## config.mk

```make
export PLATFORM = sky130hd
export DESIGN_NAME = timestamp_stream_merger
export DESIGN_NICKNAME = d
export VERILOG_FILES = /design/src/design/tsm_pkg.sv /design/src/design/timestamp_stream_merger.sv /design/src/design/tsm_front.sv /design/src/design/tsm_queue.sv /design/src/design/tsm_back.sv
export SDC_FILE = /design/constraint.sdc
export NUM_CORES = 1
export LEC_CHECK = 0
export ABC_AREA = 1
export BUFFER_PORTS_ARGS = -buffer_cell sky130_fd_sc_hd__buf_4
export CAP_MARGIN = 20
export CORE_MARGIN = 4
export CORE_UTILIZATION = 40
export CTS_CLUSTER_SIZE = 28
export DETAILED_ROUTE_END_ITERATION = 7
export PLACE_DENSITY = 0.63
export SETUP_SLACK_MARGIN = 0.4
export SYNTH_ARGS = -nofsm -noshare
export SYNTH_HDL_FRONTEND = slang
export SYNTH_HIERARCHICAL = 1
export SYNTH_SLANG_ARGS = --single-unit
```

## constraint.sdc

```tcl
create_clock -name clk_i -period 9.7 [get_ports clk_i]
set_clock_uncertainty 0.1 [all_clocks]
set_input_delay 1.94 -clock clk_i [delete_from_list [all_inputs] [get_ports clk_i]]
set_output_delay 1.94 -clock clk_i [all_outputs]
set_load 0.01 [all_outputs]
```

## src/design/tsm_pkg.sv

```systemverilog
`default_nettype none
// ----------------------------------------------------------------------------
// tsm_pkg
// Shared types and constants of the timestamp stream merger: the command and
// result transfers, the classified operation passed from front to back, and
// the command and configuration register codes.
// ----------------------------------------------------------------------------
package tsm_pkg;

  localparam logic [1:0] CMD_LOAD = 2'd0;
  localparam logic [1:0] CMD_END  = 2'd1;
  localparam logic [1:0] CMD_POP  = 2'd2;

  localparam logic [1:0] CFG_OFFSET_SEC = 2'd0;
  localparam logic [1:0] CFG_OFFSET_NS  = 2'd1;
  localparam logic [1:0] CFG_UNTIMED    = 2'd2;

  localparam logic [32:0] NS_PER_SEC = 33'd1000000000;
  localparam logic [4:0]  UNTIMED_RESET = 5'd12;

  typedef struct packed {
    logic [1:0]  command;
    logic [2:0]  stream_index;
    logic [31:0] seconds;
    logic [29:0] nanoseconds;
    logic [4:0]  service;
    logic [31:0] stamp;
  } in_item_t;

  typedef struct packed {
    logic        status;
    logic [2:0]  source_stream;
    logic [31:0] out_seconds;
    logic [29:0] out_nanoseconds;
    logic [4:0]  out_service;
    logic [31:0] out_stamp;
  } out_item_t;

  typedef enum logic [1:0] {
    OP_LOAD = 2'd0,
    OP_END  = 2'd1,
    OP_POP  = 2'd2
  } op_e;

  typedef struct packed {
    op_e         kind;
    logic [2:0]  idx;
    logic [31:0] sec;
    logic [29:0] ns;
    logic [4:0]  svc;
    logic [31:0] stamp;
  } op_t;

endpackage
`default_nettype wire

```

## src/design/timestamp_stream_merger.sv

```systemverilog
`default_nettype none
// ----------------------------------------------------------------------------
// timestamp_stream_merger
// Merges up to STREAMS record streams by timestamp through one head per stream.
// ----------------------------------------------------------------------------
// The front end takes one command transfer per cycle while its two-entry
// queue has room; the back end applies load and end commands directly.
// On a pop the back end scans the head store one entry per cycle through
// its single read port, keeping the earliest valid head (lowest stream wins
// ties), and then writes the result register, which holds a finished result
// while the next command is queued. Loads whose service code differs from
// the untimed code get the configured offset added on entry. Commands with
// code 3, and loads or ends to a stream at or above STREAMS, are dropped.
// ----------------------------------------------------------------------------
module timestamp_stream_merger #(
  parameter int STREAMS = 8
) (
  input  wire logic               clk_i,
  input  wire logic               rst_ni,
  input  wire logic               in_valid_i,
  output      logic               in_ready_o,
  input  wire tsm_pkg::in_item_t  in_data_i,
  output      logic               out_valid_o,
  input  wire logic               out_ready_i,
  output      tsm_pkg::out_item_t out_data_o,
  input  wire logic               cfg_we_i,
  input  wire logic [1:0]         cfg_idx_i,
  input  wire logic [31:0]        cfg_data_i
);
  import tsm_pkg::*;

  logic push_valid;
  logic push_ready;
  op_t  push_data;
  logic pop_valid;
  logic pop_ready;
  op_t  pop_data;

  tsm_front #(
    .STREAMS(STREAMS)
  ) u_front (
    .clk_i       (clk_i),
    .rst_ni      (rst_ni),
    .in_valid_i  (in_valid_i),
    .in_ready_o  (in_ready_o),
    .in_data_i   (in_data_i),
    .cfg_we_i    (cfg_we_i),
    .cfg_idx_i   (cfg_idx_i),
    .cfg_data_i  (cfg_data_i),
    .push_valid_o(push_valid),
    .push_ready_i(push_ready),
    .push_data_o (push_data)
  );

  tsm_queue u_queue (
    .clk_i       (clk_i),
    .rst_ni      (rst_ni),
    .push_valid_i(push_valid),
    .push_ready_o(push_ready),
    .push_data_i (push_data),
    .pop_valid_o (pop_valid),
    .pop_ready_i (pop_ready),
    .pop_data_o  (pop_data)
  );

  tsm_back #(
    .STREAMS(STREAMS)
  ) u_back (
    .clk_i      (clk_i),
    .rst_ni     (rst_ni),
    .q_valid_i  (pop_valid),
    .q_ready_o  (pop_ready),
    .q_data_i   (pop_data),
    .out_valid_o(out_valid_o),
    .out_ready_i(out_ready_i),
    .out_data_o (out_data_o)
  );

endmodule
`default_nettype wire

```

## src/design/tsm_front.sv

```systemverilog
`default_nettype none
// ----------------------------------------------------------------------------
// tsm_front
// Command front end: holds the configuration registers, drops unused and
// out-of-range commands, applies the time offset to loads and pushes the
// classified operation to the queue.
// ----------------------------------------------------------------------------
module tsm_front #(
  parameter int STREAMS = 8
) (
  input  wire logic              clk_i,
  input  wire logic              rst_ni,
  input  wire logic              in_valid_i,
  output      logic              in_ready_o,
  input  wire tsm_pkg::in_item_t in_data_i,
  input  wire logic              cfg_we_i,
  input  wire logic [1:0]        cfg_idx_i,
  input  wire logic [31:0]       cfg_data_i,
  output      logic              push_valid_o,
  input  wire logic              push_ready_i,
  output      tsm_pkg::op_t      push_data_o
);
  import tsm_pkg::*;

  logic [31:0] off_sec_q;
  logic [30:0] off_ns_q;
  logic [4:0]  untimed_q;

  always_ff @(posedge clk_i or negedge rst_ni) begin
    if (!rst_ni) begin
      off_sec_q <= '0;
      off_ns_q  <= '0;
      untimed_q <= UNTIMED_RESET;
    end else if (cfg_we_i) begin
      case (cfg_idx_i)
        CFG_OFFSET_SEC: off_sec_q <= cfg_data_i;
        CFG_OFFSET_NS:  off_ns_q  <= cfg_data_i[30:0];
        CFG_UNTIMED:    untimed_q <= cfg_data_i[4:0];
        default: ;
      endcase
    end
  end

  logic        in_range;
  logic        keep;
  logic [32:0] ns_sum;
  logic [32:0] ns_minus;
  logic [32:0] ns_plus;
  logic [31:0] sec_base;
  logic [31:0] sec_inc;
  logic [31:0] sec_dec;
  logic [31:0] sec_adj;
  logic [29:0] ns_adj;

  assign in_range = int'(in_data_i.stream_index) < STREAMS;

  always_comb begin
    case (in_data_i.command)
      CMD_LOAD, CMD_END: keep = in_range;
      CMD_POP:           keep = 1'b1;
      default:           keep = 1'b0;
    endcase
  end

  assign ns_sum   = {3'b000, in_data_i.nanoseconds} + {{2{off_ns_q[30]}}, off_ns_q};
  assign ns_minus = {3'b000, in_data_i.nanoseconds} + {{2{off_ns_q[30]}}, off_ns_q}
                    - NS_PER_SEC;
  assign ns_plus  = {3'b000, in_data_i.nanoseconds} + {{2{off_ns_q[30]}}, off_ns_q}
                    + NS_PER_SEC;
  assign sec_base = in_data_i.seconds + off_sec_q;
  assign sec_inc  = in_data_i.seconds + off_sec_q + 32'd1;
  assign sec_dec  = in_data_i.seconds + off_sec_q + 32'hFFFF_FFFF;

  always_comb begin
    if (in_data_i.service == untimed_q) begin
      sec_adj = in_data_i.seconds;
      ns_adj  = in_data_i.nanoseconds;
    end else if (ns_sum[32]) begin
      sec_adj = sec_dec;
      ns_adj  = ns_plus[29:0];
    end else if (!ns_minus[32]) begin
      sec_adj = sec_inc;
      ns_adj  = ns_minus[29:0];
    end else begin
      sec_adj = sec_base;
      ns_adj  = ns_sum[29:0];
    end
  end

  always_comb begin
    push_data_o.idx   = in_data_i.stream_index;
    push_data_o.sec   = sec_adj;
    push_data_o.ns    = ns_adj;
    push_data_o.svc   = in_data_i.service;
    push_data_o.stamp = in_data_i.stamp;
    case (in_data_i.command)
      CMD_LOAD: push_data_o.kind = OP_LOAD;
      CMD_END:  push_data_o.kind = OP_END;
      default:  push_data_o.kind = OP_POP;
    endcase
  end

  assign in_ready_o   = push_ready_i;
  assign push_valid_o = in_valid_i && keep;

endmodule
`default_nettype wire

```

## src/design/tsm_queue.sv

```systemverilog
`default_nettype none
// ----------------------------------------------------------------------------
// tsm_queue
// Two-entry operation queue between front end and back end.
// ----------------------------------------------------------------------------
module tsm_queue (
  input  wire logic         clk_i,
  input  wire logic         rst_ni,
  input  wire logic         push_valid_i,
  output      logic         push_ready_o,
  input  wire tsm_pkg::op_t push_data_i,
  output      logic         pop_valid_o,
  input  wire logic         pop_ready_i,
  output      tsm_pkg::op_t pop_data_o
);
  import tsm_pkg::*;

  op_t        slot_q [2];
  logic       wptr_q;
  logic       rptr_q;
  logic [1:0] count_q;
  logic       do_push;
  logic       do_pop;

  assign push_ready_o = count_q != 2'd2;
  assign pop_valid_o  = count_q != 2'd0;
  assign pop_data_o   = slot_q[rptr_q];
  assign do_push      = push_valid_i && push_ready_o;
  assign do_pop       = pop_valid_o && pop_ready_i;

  always_ff @(posedge clk_i) begin
    if (do_push) begin
      slot_q[wptr_q] <= push_data_i;
    end
  end

  always_ff @(posedge clk_i or negedge rst_ni) begin
    if (!rst_ni) begin
      wptr_q  <= 1'b0;
      rptr_q  <= 1'b0;
      count_q <= 2'd0;
    end else begin
      if (do_push) begin
        wptr_q <= ~wptr_q;
      end
      if (do_pop) begin
        rptr_q <= ~rptr_q;
      end
      case ({do_push, do_pop})
        2'b10:   count_q <= count_q + 2'd1;
        2'b01:   count_q <= count_q - 2'd1;
        default: count_q <= count_q;
      endcase
    end
  end

endmodule
`default_nettype wire

```

## src/design/tsm_back.sv

```systemverilog
`default_nettype none
// ----------------------------------------------------------------------------
// tsm_back
// Back end: stream head store, earliest-head scan over the store's read port
// and the result register.
// ----------------------------------------------------------------------------
module tsm_back #(
  parameter int STREAMS = 8
) (
  input  wire logic               clk_i,
  input  wire logic               rst_ni,
  input  wire logic               q_valid_i,
  output      logic               q_ready_o,
  input  wire tsm_pkg::op_t       q_data_i,
  output      logic               out_valid_o,
  input  wire logic               out_ready_i,
  output      tsm_pkg::out_item_t out_data_o
);
  import tsm_pkg::*;

  localparam int IW = (STREAMS > 1) ? $clog2(STREAMS) : 1;
  localparam int CW = $clog2(STREAMS + 1) > 0 ? $clog2(STREAMS + 1) : 1;
  localparam logic [CW-1:0] CNT_LAST = CW'(STREAMS);

  localparam logic [1:0] ST_IDLE = 2'd0;
  localparam logic [1:0] ST_SCAN = 2'd1;
  localparam logic [1:0] ST_DONE = 2'd2;

  typedef struct packed {
    logic [31:0] sec;
    logic [29:0] ns;
    logic [4:0]  svc;
    logic [31:0] stamp;
  } head_t;

  head_t mem_q [STREAMS];
  head_t rd_q;
  head_t best_q, best_d;
  head_t mem_wdata;
  logic  mem_we;

  logic [STREAMS-1:0] head_valid_q, head_valid_d;
  logic [1:0]         state_q, state_d;
  logic [CW-1:0]      cnt_q, cnt_d;
  logic               cmp_vld_q, cmp_vld_d;
  logic [IW-1:0]      cmp_idx_q, cmp_idx_d;
  logic               found_q, found_d;
  logic [IW-1:0]      best_idx_q, best_idx_d;
  logic               out_valid_q, out_valid_d;
  out_item_t          out_q, out_d;
  logic [IW-1:0]      widx;

  assign widx      = IW'(q_data_i.idx);
  assign mem_wdata = '{sec: q_data_i.sec, ns: q_data_i.ns, svc: q_data_i.svc,
                       stamp: q_data_i.stamp};

  always_ff @(posedge clk_i) begin
    if (mem_we) begin
      mem_q[widx] <= mem_wdata;
    end
    rd_q <= mem_q[cnt_q[IW-1:0]];
  end

  always_comb begin
    q_ready_o    = 1'b0;
    mem_we       = 1'b0;
    head_valid_d = head_valid_q;
    state_d      = state_q;
    cnt_d        = cnt_q;
    cmp_vld_d    = 1'b0;
    cmp_idx_d    = cmp_idx_q;
    found_d      = found_q;
    best_d       = best_q;
    best_idx_d   = best_idx_q;
    out_valid_d  = out_valid_q && !out_ready_i;
    out_d        = out_q;

    if (cmp_vld_q && (!found_q || {rd_q.sec, rd_q.ns} < {best_q.sec, best_q.ns})) begin
      found_d    = 1'b1;
      best_d     = rd_q;
      best_idx_d = cmp_idx_q;
    end

    case (state_q)
      ST_IDLE: begin
        if (q_valid_i) begin
          case (q_data_i.kind)
            OP_LOAD: begin
              mem_we             = 1'b1;
              head_valid_d[widx] = 1'b1;
              q_ready_o          = 1'b1;
            end
            OP_END: begin
              head_valid_d[widx] = 1'b0;
              q_ready_o          = 1'b1;
            end
            OP_POP: begin
              state_d = ST_SCAN;
              cnt_d   = '0;
              found_d = 1'b0;
            end
            default: q_ready_o = 1'b1;
          endcase
        end
      end
      ST_SCAN: begin
        if (cnt_q < CNT_LAST) begin
          cnt_d     = cnt_q + CW'(1);
          cmp_vld_d = head_valid_q[cnt_q[IW-1:0]];
          cmp_idx_d = cnt_q[IW-1:0];
        end else begin
          state_d = ST_DONE;
        end
      end
      ST_DONE: begin
        if (!out_valid_q || out_ready_i) begin
          out_valid_d = 1'b1;
          q_ready_o   = 1'b1;
          state_d     = ST_IDLE;
          if (found_q) begin
            out_d = '{status: 1'b0, source_stream: 3'(best_idx_q),
                      out_seconds: best_q.sec, out_nanoseconds: best_q.ns,
                      out_service: best_q.svc, out_stamp: best_q.stamp};
            head_valid_d[best_idx_q] = 1'b0;
          end else begin
            out_d = '{status: 1'b1, default: '0};
          end
        end
      end
      default: state_d = ST_IDLE;
    endcase
  end

  always_ff @(posedge clk_i or negedge rst_ni) begin
    if (!rst_ni) begin
      head_valid_q <= '0;
      state_q      <= ST_IDLE;
      cnt_q        <= '0;
      cmp_vld_q    <= 1'b0;
      found_q      <= 1'b0;
      out_valid_q  <= 1'b0;
    end else begin
      head_valid_q <= head_valid_d;
      state_q      <= state_d;
      cnt_q        <= cnt_d;
      cmp_vld_q    <= cmp_vld_d;
      found_q      <= found_d;
      out_valid_q  <= out_valid_d;
    end
  end

  always_ff @(posedge clk_i) begin
    cmp_idx_q  <= cmp_idx_d;
    best_q     <= best_d;
    best_idx_q <= best_idx_d;
    out_q      <= out_d;
  end

  assign out_valid_o = out_valid_q;
  assign out_data_o  = out_q;

`ifndef ASSERT_OFF
  a_done_is_pop: assert property (@(posedge clk_i) disable iff (!rst_ni)
    (state_q == ST_DONE) |-> (q_valid_i && q_data_i.kind == OP_POP))
    else $error("scan finished without a pop at the queue head");

  a_best_is_valid: assert property (@(posedge clk_i) disable iff (!rst_ni)
    (state_q == ST_DONE && found_q) |-> head_valid_q[best_idx_q])
    else $error("selected head is not valid");

  a_done_waits: assert property (@(posedge clk_i) disable iff (!rst_ni)
    (state_q == ST_DONE && out_valid_q && !out_ready_i) |=> (state_q == ST_DONE))
    else $error("pop result left the back end while the result register was full");
`endif

endmodule
`default_nettype wire
```

### Word level (Yosys, flattened, before mapping)

Memories as Yosys holds them, arrays and structs flattened. A register that Yosys moved wholly into a read port is not among the register bits.
Cells that the tools add are included.

* flip-flop bits (word level): 297
* memory bits (writable): 1000
* output and inout bits: 105
* word-level logic and storage cells: 146
* memories kept: 2

Memory list
* u_back.mem_q: depth 8, width 99, read ports 1, clocked after Yosys merged registers in 1, wr ports 1, RTL line tsm_back.sv:36 `head_t mem_q [STREAMS];`
* u_queue.slot_q: depth 2, width 104, read ports 1, clocked after Yosys merged registers in 0, wr ports 1, RTL line tsm_queue.sv:18 `op_t slot_q [2];`

* add/subtract/negate cells: 9
* magnitude comparators: 7
* equality and inequality tests: 19
* muxes and demuxes: 49
* bitwise operators: 7
* reductions and logical operators: 29

Operators with widths (count)
* 103-bit 2-to-1 mux: 1
* 32-bit 2-to-1 mux: 3
* 30-bit 2-to-1 mux: 3
* 62-bit < comparator: 1
* 33-bit by 30-bit subtractor with 33-bit output, second input constant: 1
* 31-bit by 31-bit adder with 32-bit output: 1
* 32-bit by 1-bit adder with 32-bit output, second input constant: 1
* 32-bit adder: 1
* 32-bit adder, second input constant: 1
* 8-bit case mux with 2 select lines: 2
* 30-bit adder, second input constant: 1
* 8-bit 2-to-1 mux: 3
* 1-bit 2-to-1 mux: 22
* 8-bit bitwise AND: 2
* 8-bit NOT: 2
* 3-bit by 4-bit < comparator with 1-bit output, second input constant: 3
* 4-bit 2-to-1 mux: 3
* 2-bit by 1-bit == test with 1-bit output, second input constant: 5
* 2-bit == test, second input constant: 5
* 2-bit AND reduction: 5
* 2-bit logical NOT: 4
* 2-bit 2-to-1 mux: 4
* 2-bit inequality test, second input constant: 4
* 8-bit bitwise OR: 1
* 22 further kinds: 41

### Depth between registers and ports, before layout

An unclocked memory read counts as a cell.

* depth after elaboration: 10
* mapped depth: 26
* depth with buffers taken out: 25

### Cells and area by module

The synthesis kept the hierarchy.

By module, submodules not included
* tsm_back: instances 1, cells an instance 3171, area an instance 42371.9 sq um
* tsm_front: instances 1, cells an instance 2236, area an instance 11817.6 sq um
* tsm_queue: instances 1, cells an instance 573, area an instance 7800.0 sq um

### Least setup slack after synthesis

No wires, ideal clock.

* path type: input -> register
* start: input port in_valid_i
* end: memory u_queue/slot_q[1][0] (netlist name) (enable)
* library setup time: 0.569 ns
* arrival time: 6.631 ns
* slack: 2.399 ns
* cell stages on the path: 3
* path buffers: 0
* cells stage by stage: a21boi_0 > nand2_1 > nor2_1

* longest elaborated chain between the ends: 4

RTL lines
* start, declared: RTL line timestamp_stream_merger.sv:20 `input wire logic in_valid_i,`
* 1-bit logical AND: RTL line tsm_front.sv:104 `assign push_valid_o = in_valid_i && keep;`
* 1-bit logical AND: RTL line tsm_queue.sv:28 `assign do_push = push_valid_i && push_ready_o;`
* 1-bit 2-to-1 mux: RTL line tsm_queue.sv:32 `if (do_push) begin`
* 1-bit 2-to-1 mux (not written as such): RTL line tsm_queue.sv:33 `slot_q[wptr_q] <= push_data_i;`
* end, declared: RTL line tsm_queue.sv:18

No other way between the ends.

==> impl_metrics.env <==
export IMPL_hold_viol_final=0
export IMPL_timing_fmax_mhz=196.9
export IMPL_fin_crit_sh_pct=52.37
export IMPL_synthesis_area_sq_um=61990
export IMPL_syn_nets=6253
export IMPL_cts_resized=0
export IMPL_rows=144
export IMPL_syn_inst=5980
export IMPL_grt_max_degree=195
export IMPL_antenna_found_initial=2
export IMPL_yosys_top_cells_area="edfxtp_1 (59%), nand2_1 (8.5%), nor2_1 (5.6%)"
export IMPL_cp_common_cell="nand2_1"
export IMPL_power_share_sequential_pct=42.9
export IMPL_crit_slowest_cell="fa_1"
export IMPL_ctsHoldBuffers=0
export IMPL_drt_first_pass_iters=6
export IMPL_place_congestion=0.9036
export IMPL_start_util_pct=40.24
export IMPL_cts_buffer_depth=3
export IMPL_cp_end_kind="register"
export IMPL_async_reset_ff_share_pct=6.375
export IMPL_p_leak_nw=28.17
export IMPL_grt_pass1_wl_mm=244.7
export IMPL_maxCapViolCount=0
export IMPL_synth_common_cells="nand2_1 (1407), edfxtp_1 (1208), nor2_1 (923), inv_1 (538), o21ai_0 (370)"
export IMPL_yosysSeqAreaShare_pct=65.31
export IMPL_dp_slack_ps=3889
export IMPL_report_final_slew_viol_count=0
export IMPL_drc=0
export IMPL_layout_drive_gt1_share_pct=10.07
export IMPL_ys_ff_latch=1396
export IMPL_setup_tns_ps=0
export IMPL_startpoint_type="input pin"
export IMPL_wl_per_cell_um=19.31
export IMPL_dp_hpwl_mm=102.5
export IMPL_synthMuxAreaShare_pct=0.01817
export IMPL_ios=248
export IMPL_critPathKind="in2reg"
export IMPL_synth_most_common_cell="nand2_1"
export IMPL_numCtsBuffers=147
export IMPL_rsz0062_at_grt="false"
export IMPL_clock_root_buffer="clkbuf_16"
export IMPL_reg2reg_slack_ps=4670
export IMPL_power_internal_mw=13.25
export IMPL_htreeDepth=4
export IMPL_port_buffers=247
export IMPL_post_cts_buffers=0
export IMPL_post_route_util_pct=45.53
export IMPL_yosys_area_share_simple_pct=18.01
export IMPL_synth_edff_count=1208
export IMPL_postPlaceCellArea_sq_um=65140
export IMPL_yosys_area_top_type="edfxtp_1"
export IMPL_clk_latency_ps=790
export IMPL_outcome="finished clean"
export IMPL_overflow=0
export IMPL_die_width_um=401.7
export IMPL_initialDrtViolationCount=3468
export IMPL_final_area_sq_um=70140
export IMPL_max_slew_margin_pct=23.64
export IMPL_dieArea_sq_um=161300
export IMPL_tightest_slew_ps=1145
export IMPL_slowest_delay_ps=460
export IMPL_setup_viol=0
export IMPL_die_h_um=401.7
export IMPL_coreArea_sq_um=154000
export IMPL_cts_sinks=1396
export IMPL_synth_top_family_by_area="simple AND/OR/NAND/NOR gates"
export IMPL_cts_tree="done"
export IMPL_synthFlopType="edfxtp_1"
export IMPL_fin_ws_ps=4620
export IMPL_synth_compound_area_share_pct=7.373
export IMPL_path_cells="buf_4 -> ha_1 -> fa_1 -> nand3_1 -> nand3_1 -> nand2_1 -> nand3_2 -> nand2_1 -> nand2_1 -> nor2_1 -> a21oi_2 -> nand3_1 -> nand2_2 -> nand2_2 -> nand2_4 -> inv_2 -> nand2_1 -> a31oi_1"
export IMPL_cp_max_fo=50
export IMPL_syn2layout_area_growth_pct=13.15
export IMPL_required_ps=10090
export IMPL_switching_power_mw=7.369
export IMPL_crit_arrival_ps=5470
export IMPL_ys_warn_count=6
export IMPL_ant_nets=0
export IMPL_period_needed_ps=5080
export IMPL_ys_types=65
export IMPL_wirelength_mm=160.6
export IMPL_grt_usage_pct=19.52
export IMPL_synthAdderAreaFrac_pct=2.648
export IMPL_power_density_nw_per_um2=293.9
export IMPL_first_global_vias=40972
export IMPL_yosysTopAreaCellShare_pct=58.52
export IMPL_avgViaCountPerCell=5.096
export IMPL_finalNetCount=6423
export IMPL_vias=42395
export IMPL_hold_class="reg2reg"
export IMPL_p_clk_share_pct=27.1
export IMPL_switching_share_pct=35.74
export IMPL_avgSynthCellArea_sq_um=10.37
export IMPL_ir_drop_mv=0.2081
export IMPL_synth_xor_area_share_pct=0.4077
export IMPL_comb_power_share_pct=30.0
export IMPL_path_clk_slew_ps=60
flip-flops by register name (all words and copies together), names as in the netlist, named ones only:
name                flops
u_back/found_q          1
u_queue/wptr_q          1
u_back/out_valid_o      1
u_back/state_q          2
u_back/cmp_vld_q        1
u_front/off_ns_q       31
u_queue/slot_q        208
u_queue/rptr_q          1
u_front/off_sec_q      32
u_back/out_data_o     103
u_back/mem_q          792
u_back/cmp_idx_q        3
u_back/cnt_q            4
u_front/untimed_q       5
u_back/best_q          99
u_back/rd_q            99
u_queue/count_q         2
u_back/best_idx_q       3
worst max-delay path: cells and delay by family:
kind,cells,cell delay (ps)
adder cells (fa/ha/maj),2,720
buffers and inverters,2,380
AND/OR/NAND/NOR,12,1900
AO/OA/AOI/OAI,2,520
routing by layer:
metal	global-route usage (%)	share of wire [%]	vias up
li1	-	-	20512
met1	27.30	45	20447
met3	3.065	5.6	223
met2	31.93	47	1213
met5	0	0	-
met4	4.880	2.2	0
layout by cell type, fill, tap and decap left out, drive strengths merged, types with 4 or more instances in the layout:
| cell type | instances |
|---|---|
| clkbuf | 204 |
| nand2 | 1436 |
| o21ai | 510 |
| nor2 | 946 |
| a21o | 4 |
| dfxtp | 99 |
| buf | 293 |
| nand3 | 255 |
| clkinv | 55 |
| bufinv | 8 |
| nor3 | 33 |
| xnor2 | 12 |
| a21oi | 90 |
| nand4 | 53 |
| o22ai | 102 |
| a21boi | 4 |
| edfxtp | 1208 |
| or2 | 4 |
| a31oi | 106 |
| and2 | 7 |
| ha | 128 |
| xor2 | 13 |
| dfrtp | 87 |
| o21bai | 7 |
| nand3b | 18 |
| inv | 565 |
through the flow:
stage	cells	power, mW	hold slack, ps
after floorplan	5980	13.30	285.5
after global placement	8042	15.03	286.6
after detailed placement	8042	15.17	288.7
after CTS	8314	20.80	291.9
after global routing	8318	21.91	303.0
final	8319	20.62	292.4
power by group through the flow:
stage | clock network, mW | logic, mW | registers, mW
floorplan | 0 | 4.54 | 8.76
global placement | 0 | 6.08 | 8.95
detailed placement | 0 | 6.19 | 8.97
CTS | 5.73 | 6.22 | 8.85
global route | 5.99 | 6.99 | 8.93
finish | 5.59 | 6.19 | 8.84
final cells by class:
type | instances | area, sq um
Antenna cell | 2 | 5.005
Clock buffer | 204 | 4115
Clock inverter | 68 | 802.0
Fill cell | 14229 | 83910
Inverter | 563 | 2138
Multi-Input combinational cell | 3749 | 17740
Sequential cell | 1396 | 40500
Tap cell | 2044 | 2557
Timing Repair Buffer | 293 | 2277
path summary, 6_finish.rpt:
kind,start,endpoint,depth (start not counted)
max in group asynchronous,rst_ni,u_front/off_ns_q[25],2
max reg2reg,u_queue/rptr_q,u_back/mem_q[6][37],8
min reg2reg,u_back/rd_q[33],u_back/best_q[33],0
max,in_data_i[37],u_queue/slot_q[0][46],18
min,u_back/rd_q[33],u_back/best_q[33],0
min in group asynchronous,rst_ni,u_front/off_sec_q[26],1
cells by family (layout without fill, tap and decap cells):
logic type               after synthesis  after routing
multiplexers                           1              1
XOR/XNOR                              25             25
AND/OR/NAND/NOR                     2754           2754
flip-flops                          1396           1396
other                                  0              2
buffers and inverters                835           1128
AO/OA/AOI/OAI                        839            839
adder cells (fa/ha/maj)              130            130
Power figures use the tool's default switching activity.
